$ cat config.mk
export PLATFORM = sky130hd
export DESIGN_NAME = autoranging_period_counter
export DESIGN_NICKNAME = d
export VERILOG_FILES = /design/src/hdl/apc_pkg.sv /design/src/hdl/apc_csr.sv /design/src/hdl/apc_update.sv /design/src/hdl/autoranging_period_counter.sv
export SDC_FILE = /design/constraint.sdc
export NUM_CORES = 1
export LEC_CHECK = 0
export BUFFER_PORTS_ARGS = -buffer_cell sky130_fd_sc_hd__buf_2
export CORE_AREA = 3 3 181 183
export DETAILED_ROUTE_END_ITERATION = 10
export DIE_AREA = 0 0 184 186
export PLACE_DENSITY = 0.77
export SYNTH_ARGS = -nofsm -noshare
export SYNTH_HDL_FRONTEND = slang
export SYNTH_HIERARCHICAL = 1
export SYNTH_SLANG_ARGS = --single-unit
$ cat constraint.sdc
create_clock -name clock -period 17.4 [get_ports clock]
set_clock_uncertainty 0.1 [all_clocks]
set_input_delay 1.74 -clock clock [delete_from_list [all_inputs] [get_ports clock]]
set_output_delay 1.74 -clock clock [all_outputs]
set_load 0.01 [all_outputs]
$ cat src/hdl/apc_pkg.sv
// Package for the autoranging period counter.
// Holds the status codes, register indexes, configuration and state types.
// It has no dependencies.
`default_nettype none

package apc_pkg;

   localparam int unsigned CapWidth      = 16;
   localparam int unsigned PeriodWidth   = 32;
   localparam int unsigned ThreshWidth   = 29;
   localparam int unsigned RollCfgWidth  = 9;
   localparam int unsigned RollWidth     = 10;
   localparam int unsigned CsrAddrWidth  = 2;

   // Status codes.
   localparam logic [1:0] STATUS_INVALID = 2'd0;
   localparam logic [1:0] STATUS_PENDING = 2'd1;
   localparam logic [1:0] STATUS_VALID   = 2'd2;

   // Configuration register indexes.
   localparam logic [CsrAddrWidth-1:0] CSR_RAISE_THRESHOLD = 2'd0;
   localparam logic [CsrAddrWidth-1:0] CSR_MIN_PERIOD      = 2'd1;
   localparam logic [CsrAddrWidth-1:0] CSR_LOWER_ROLLOVERS = 2'd2;
   localparam logic [CsrAddrWidth-1:0] CSR_MAX_ROLLOVERS   = 2'd3;

   // Event kinds.
   localparam logic OP_EDGE     = 1'b0;
   localparam logic OP_ROLLOVER = 1'b1;

   localparam logic [1:0] STEP_MAX = 2'd3;
   localparam logic [RollWidth-1:0] ROLL_MAX = 10'd1023;

   typedef struct packed {
      logic [ThreshWidth-1:0]  raise_threshold;
      logic [ThreshWidth-1:0]  min_period;
      logic [RollCfgWidth-1:0] lower_rollovers;
      logic [RollCfgWidth-1:0] max_rollovers;
   } cfg_type;

   typedef struct packed {
      logic [CapWidth-1:0]    previous_capture;
      logic [1:0]             valid_state;
      logic [1:0]             prescale_step;
      logic [RollWidth-1:0]   rollover_count;
      logic [PeriodWidth-1:0] instant_value;
      logic [PeriodWidth-1:0] average_value;
   } state_type;

endpackage

`default_nettype wire

$ cat src/hdl/apc_csr.sv
// Configuration registers of the autoranging period counter.
// Depends on apc_pkg for the register indexes and the configuration struct.
`default_nettype none

module apc_csr (
   input  wire logic                               clock,
   input  wire logic                               reset,
   input  wire logic                               csr_we,
   input  wire logic [apc_pkg::CsrAddrWidth-1:0]   csr_addr,
   input  wire logic [apc_pkg::ThreshWidth-1:0]    csr_wdata,
   output apc_pkg::cfg_type                        cfg
);

   apc_pkg::cfg_type cfg_ff;
   apc_pkg::cfg_type cfg_in;

   always_comb begin
      cfg_in = cfg_ff;
      if (csr_we) begin
         case (csr_addr)
            apc_pkg::CSR_RAISE_THRESHOLD: cfg_in.raise_threshold = csr_wdata;
            apc_pkg::CSR_MIN_PERIOD:      cfg_in.min_period      = csr_wdata;
            apc_pkg::CSR_LOWER_ROLLOVERS:
               cfg_in.lower_rollovers = csr_wdata[apc_pkg::RollCfgWidth-1:0];
            apc_pkg::CSR_MAX_ROLLOVERS:
               cfg_in.max_rollovers = csr_wdata[apc_pkg::RollCfgWidth-1:0];
            default: cfg_in = cfg_ff;
         endcase
      end
   end

   always_ff @(posedge clock) begin
      if (reset) begin
         cfg_ff.raise_threshold <= 29'h010_0000;
         cfg_ff.min_period      <= 29'h005_0000;
         cfg_ff.lower_rollovers <= 9'd16;
         cfg_ff.max_rollovers   <= 9'd272;
      end else begin
         cfg_ff <= cfg_in;
      end
   end

   assign cfg = cfg_ff;

endmodule

`default_nettype wire

$ cat src/hdl/apc_update.sv
// Next-state logic of the autoranging period counter for one event.
// Depends on apc_pkg for the state and configuration structs and the codes.
`default_nettype none

module apc_update (
   input  apc_pkg::state_type                  state_cur,
   input  apc_pkg::cfg_type                    cfg,
   input  wire logic                           operation,
   input  wire logic [apc_pkg::CapWidth-1:0]   capture_count,
   output apc_pkg::state_type                  state_next
);

   logic [apc_pkg::PeriodWidth-1:0] span;
   logic [apc_pkg::PeriodWidth-1:0] instant;
   logic [apc_pkg::PeriodWidth-1:0] diff;
   logic [apc_pkg::PeriodWidth-1:0] step_adj;
   logic                            raise;
   logic                            too_short;
   logic                            lower;
   logic                            too_many;

   // Edge-to-edge span, counting whole timer wraps in the upper half.
   assign span = {6'd0, state_cur.rollover_count, 16'd0}
               + {16'd0, capture_count}
               - {16'd0, state_cur.previous_capture};
   assign instant  = {span[apc_pkg::PeriodWidth-5:0], 4'd0};
   assign diff     = instant - state_cur.average_value;
   assign step_adj = {{3{diff[apc_pkg::PeriodWidth-1]}}, diff[apc_pkg::PeriodWidth-1:3]};

   assign raise     = (instant < {3'd0, cfg.raise_threshold})
                    && (state_cur.prescale_step != apc_pkg::STEP_MAX);
   assign too_short = instant < {3'd0, cfg.min_period};
   assign lower     = (state_cur.rollover_count > {1'b0, cfg.lower_rollovers})
                    && (state_cur.prescale_step != 2'd0);
   assign too_many  = state_cur.rollover_count > {1'b0, cfg.max_rollovers};

   always_comb begin
      state_next = state_cur;
      if (operation == apc_pkg::OP_EDGE) begin
         state_next.previous_capture = capture_count;
         state_next.rollover_count   = '0;
         if (state_cur.valid_state == apc_pkg::STATUS_INVALID) begin
            state_next.average_value = '0;
            state_next.valid_state   = apc_pkg::STATUS_PENDING;
         end else begin
            state_next.instant_value = instant;
            if (state_cur.average_value == '0) begin
               state_next.average_value = instant;
            end else begin
               state_next.average_value = state_cur.average_value + step_adj;
            end
            if (raise) begin
               state_next.prescale_step = state_cur.prescale_step + 2'd1;
            end
            if (raise || too_short) begin
               state_next.valid_state = apc_pkg::STATUS_INVALID;
            end else begin
               state_next.valid_state = apc_pkg::STATUS_VALID;
            end
         end
      end else begin
         if (lower) begin
            state_next.prescale_step = state_cur.prescale_step - 2'd1;
         end
         if (lower || too_many) begin
            state_next.rollover_count = '0;
            state_next.valid_state    = apc_pkg::STATUS_INVALID;
         end else if (state_cur.rollover_count != apc_pkg::ROLL_MAX) begin
            state_next.rollover_count = state_cur.rollover_count + 10'd1;
         end
      end
   end

endmodule

`default_nettype wire

$ cat src/hdl/autoranging_period_counter.sv
// Top level of the autoranging period counter.
// Depends on apc_pkg, apc_csr and apc_update.
`default_nettype none

// The block measures edge-to-edge periods of a prescaled signal against a
// free-running 16-bit timer. Each input transfer is one event: an edge capture
// (req_tuser low) carrying the timer value, or a timer rollover tick
// (req_tuser high). Every event yields exactly one output transfer showing the
// state after the event: the status (invalid, pending first edge or valid),
// the prescaler exponent (0, 4, 8 or 12), the instant period scaled by
// sixteen and a one-eighth exponential average of it. An event sits in an
// input register, then the update logic computes the new state, which is
// loaded into the state register that also drives the result port. One event
// is taken every cycle as long as results are taken; the rate is set by the
// single state update loop. Configuration registers are written through the
// csr_ port and should only change while the block is idle.

module autoranging_period_counter (
   input  wire logic                               clock,
   input  wire logic                               reset,
   // Input channel.
   input  wire logic                               req_tvalid,
   output      logic                               req_tready,
   input  wire logic [15:0]                        req_tdata,  // capture_count
   input  wire logic                               req_tuser,  // operation
   // Result channel.
   output      logic                               rsp_tvalid,
   input  wire logic                               rsp_tready,
   // [3:0] divider_exponent, [35:4] instant_period, [67:36] average_period,
   // [71:68] zero fill
   output      logic [71:0]                        rsp_tdata,
   output      logic [1:0]                         rsp_tuser,  // status
   // Configuration port.
   input  wire logic                               csr_we,
   input  wire logic [apc_pkg::CsrAddrWidth-1:0]   csr_addr,
   input  wire logic [apc_pkg::ThreshWidth-1:0]    csr_wdata
);

   apc_pkg::cfg_type   cfg;
   apc_pkg::state_type state_ff;
   apc_pkg::state_type state_in;
   apc_pkg::state_type state_next;

   logic                          in_valid_ff;
   logic                          in_op_ff;
   logic [apc_pkg::CapWidth-1:0]  in_cap_ff;
   logic                          out_valid_ff;
   logic                          advance;

   apc_csr u_csr (
      .clock     (clock),
      .reset     (reset),
      .csr_we    (csr_we),
      .csr_addr  (csr_addr),
      .csr_wdata (csr_wdata),
      .cfg       (cfg)
   );

   apc_update u_update (
      .state_cur     (state_ff),
      .cfg           (cfg),
      .operation     (in_op_ff),
      .capture_count (in_cap_ff),
      .state_next    (state_next)
   );

   // The held event moves on when the result slot is empty or being emptied.
   // The state register doubles as the result register, so it only changes
   // when the previous result has been taken.
   assign advance    = in_valid_ff && (!out_valid_ff || rsp_tready);
   assign req_tready = !in_valid_ff || advance;
   assign state_in   = advance ? state_next : state_ff;

   always_ff @(posedge clock) begin
      if (reset) begin
         in_valid_ff  <= 1'b0;
         out_valid_ff <= 1'b0;
         state_ff.previous_capture <= '1;
         state_ff.valid_state      <= apc_pkg::STATUS_INVALID;
         state_ff.prescale_step    <= '0;
         state_ff.rollover_count   <= '0;
         state_ff.instant_value    <= '0;
         state_ff.average_value    <= '0;
      end else begin
         if (req_tready) begin
            in_valid_ff <= req_tvalid;
         end
         if (advance) begin
            out_valid_ff <= 1'b1;
         end else if (rsp_tready) begin
            out_valid_ff <= 1'b0;
         end
         state_ff <= state_in;
      end
   end

   // Event payload needs no reset.
   always_ff @(posedge clock) begin
      if (req_tready && req_tvalid) begin
         in_op_ff  <= req_tuser;
         in_cap_ff <= req_tdata;
      end
   end

   assign rsp_tvalid = out_valid_ff;
   assign rsp_tuser  = state_ff.valid_state;
   assign rsp_tdata  = {4'd0, state_ff.average_value, state_ff.instant_value,
                        state_ff.prescale_step, 2'd0};

   // The status code three is never produced.
   assert property (@(posedge clock) disable iff (reset)
      rsp_tvalid |-> (rsp_tuser != 2'd3))
      else $error("status code three on result port");

   // An edge event always leaves the rollover count cleared.
   assert property (@(posedge clock) disable iff (reset)
      (advance && (in_op_ff == apc_pkg::OP_EDGE)) |=> (state_ff.rollover_count == '0))
      else $error("rollover count not cleared by edge");

   // Every event that advances produces a result in the next cycle.
   assert property (@(posedge clock) disable iff (reset)
      advance |=> rsp_tvalid)
      else $error("advanced event produced no result");

   // The result does not change while it waits to be taken.
   assert property (@(posedge clock) disable iff (reset)
      (rsp_tvalid && !rsp_tready) |=> $stable(state_ff))
      else $error("state changed under a stalled result");

endmodule

`default_nettype wire
==> key figures <==
Status
  • Outcome: finished clean

Drt
  • DR WL/cell: ~18 um
  • Via count: 13,060
  • DRC: 0
  • Antenna viol nets, final: 0
  • Vias per cell: 5.615
  • 1st-pass router iterations: 5
  • Initial DRC Count: 901
  • Final WL: 41,510 um

STA
  • RSZ-0062 raised after global routing: false
  • Minimum hold slack: 0.3739 ns
  • Fin. max-slew vios: 0
  • Hold Fails Final Rpt: 0
  • Crit share post-route: 40.78%
  • Final worst slack: 10.30 ns
  • TNS Setup: 0 ns
  • Final setup fails: 0
  • Worst slew margin: just over 30%
  • Minimum clock period after layout: 7.096 ns
  • Highest clock rate: 140.9 MHz
  • Worst slew pin tran: 1.045 ns

GRT
  • Gr ovfl total: 0
  • Largest net degree at the start of global routing: 165
  • Total GRT Usage: 24.04%
  • First-pass GRT wire length: around 66,000 um
  • Initial antenna violation count: 0
  • Vias in the first global route: ~12,000

Cells and area
  • Share of cells above drive strength 1: between 10% and 20%
  • Commonest non-fill, non-tap cell in the layout: nand2b_1
  • Utilization after layout: 52.79%
  • Final #Nets: 2,112
  • Layout area overhead: 5.808%
  • Final Non-Filler Cells: roughly 2,300
  • Fillcell total: 2,945
  • Most frequent cells in the layout: nand2b_1, mux2i_1, dfxtp_1
  • Diodes inserted: 0

Die
  • Die H: 186 um
  • Die extent in x: 184 um
  • # IOs: 129
  • Starting Density: about half
  • FP Rows: 65
  • Die area: 34,220 um^2
  • Core Area: 31,390 um^2

Logic synthesis
  • Register area share after synthesis: 25.25%
  • Mean Syn Cell Area: between 8 and 9 um^2
  • FF+latch count, synth: between 150 and 200
  • Post-synth EDFFs: 17
  • Post-Syn Area: 15,660 um^2
  • Asr flop ratio synth: 0%
  • Syn. warnings: 6
  • Library cells used by synthesis: slightly above 80
  • Post-Syn Instances: 1,892
  • Dominant synthesized flop cell: dfxtp_1

Pwr
  • Seq pwr share: 36.4%
  • Switching share of total power: 36.21%
  • Pwr per Cell Area: approximately 76 nW/um^2
  • Switching power: 457.9 uW
  • Power Internal: 806.6 uW
  • Leakage: 0.007252 uW
  • Clock network fraction of total power: 31.6%
  • Max IR drop VDD: 0.00006578 V
  • Comb pwr share: 31.9%

Clock tree
  • Number of post-CTS setup repair buffers: 0
  • # resized after CTS: 0
  • H-tree depth: 4
  • CTS tree: done
  • CTS Buf Count: 17
  • Clk pin slew, worst setup/hold paths: 0.08 ns
  • Root buffer cell: clkbuf_16
  • Skew-Pair Late Insertion Delay: 0.46 ns
  • Longest Clk Path Bufs: 2
  • CTS sink cnt: 189
  • Number of hold buffers added after cts: 0

Critical path
  • Crit path arrival time: 7.39 ns
  • Slowest cell on crit path: xor2_1
  • Startpoint types: flop
  • CP max FO: 7
  • Max stage delay on crit path: 0.55 ns
  • Worst EP required: ~18 ns
  • CP Class: flop to flop
  • CP Capture Type: flop

Place
  • I/O Buffers: approximately 120
  • Dpl cells: around 2,300
  • Dpl hpwl: 30,900 um
  • Dpl ws: between 10 and 15 ns
  • GPL Wtd Cong: a little over 1

Flow run
  • Max-Cap Viols: 0

Worst hold path
  • Hold Path Class: flop to flop
==> state kept, by name, summed over array words and instances, names as in the netlist <==
register and count:
rsp_tuser 2, rsp_tvalid 1, u_csr/cfg 76, in_cap_ff 16, in_op_ff 1, state_ff 26
in_valid_ff 1, rsp_tdata 66
==> through the flow <==
step | instance area, um^2 | total power (uW)
floorplan | 15680 | 763.7
global placement | 15980 | 854.8
detailed placement | 15980 | 864.9
CTS | 16570 | 1264
global route | 16570 | 1329
finish | 16570 | 1264
==> cell type report <==
type / count / area [um^2] / share of cell area [%]
inverters: 151 / 566.8 / 3.420
repair buffers: 146 / 797.0 / 4.810
flip-flops and latches: 189 / 3954 / 23.86
clock inverters: 15 / 165.2 / 0.9967
well taps: 402 / 503.0 / 3.035
clock buffers: 17 / 425.4 / 2.567
multi-input cells: 1405 / 10160 / 61.31
==> power by group through the flow <==
stage / Sequential, uW / Clock, uW / Combinational (uW)
finish: 461 / 400 / 404
detailed placement: 471 / 0 / 394
CTS: 461 / 407 / 396
global placement: 470 / 0 / 384
floorplan: 467 / 0 / 296
global route: 463 / 424 / 443
==> synthesized netlist by cell type (all sizes together), types with 18 or more instances <==
| library cell | n | share of area (%) |
|---|---|---|
| nand2b | 267 | 11 |
| mux2i | 179 | 11 |
| dfxtp | 172 | 22 |
| inv | 151 | 3.6 |
| ha | 147 | 12 |
| nand2 | 128 | 3.1 |
| nor2 | 127 | 3.0 |
| buf | 101 | 5.2 |
| o21ai | 94 | 3.0 |
| a21oi | 70 | 2.2 |
| clkbuf | 51 | 1.2 |
| a21o | 41 | 2.0 |
| xnor2 | 39 | 2.2 |
| xor2 | 36 | 2.1 |
| nand3 | 27 | 0.89 |
| nor3 | 25 | 0.83 |
| nand4 | 18 | 0.72 |
==> worst max-delay path: cells and delay by family, from the launching register on <==
| kind | cells | cell delay (ns) |
|---|---|---|
| buffers and inverters | 2 | 0.13 |
| AND/OR/NAND/NOR | 6 | 1.01 |
| multiplexers | 1 | 0.11 |
| XOR/XNOR | 3 | 1.05 |
| adder cells (fa/ha/maj) | 4 | 1.34 |
| flip-flops | 1 | 0.36 |
| AO/OA/AOI/OAI | 12 | 2.91 |
==> cell families after synthesis <==
kind of cell | count (synthesis) | synth area share [%]
xor+xnor | 75 | 4.242
compound gates | 308 | 12.83
fa+ha+maj | 149 | 12.00
flops | 189 | 25.25
other cells | 1 | 0.02394
mux | 196 | 12.66
simple gates | 671 | 22.91
buf+inv | 303 | 10.09
==> metal layers <==
layer	part of all wire [%]	global-route usage [%]	wire length [um]	vias up
met5	0	0	0	-
met3	5.8	3.088	2425	84
met4	4.0	9.979	1657	0
met1	45	32.15	18650	6131
li1	-	-	-	6418
met2	45	39.32	18780	422
==> worst paths after layout <==
path	from	to	slack, ns	depth (start not counted)
min reg2reg	u_csr/cfg[52]	u_csr/cfg[52]	0.37	2
max reg2reg	in_cap_ff[0]	rsp_tdata[67]	10.30	28
min	u_csr/cfg[52]	u_csr/cfg[52]	0.37	2
max	in_cap_ff[0]	rsp_tdata[67]	10.30	28
(Power assumes the default switching activity.)
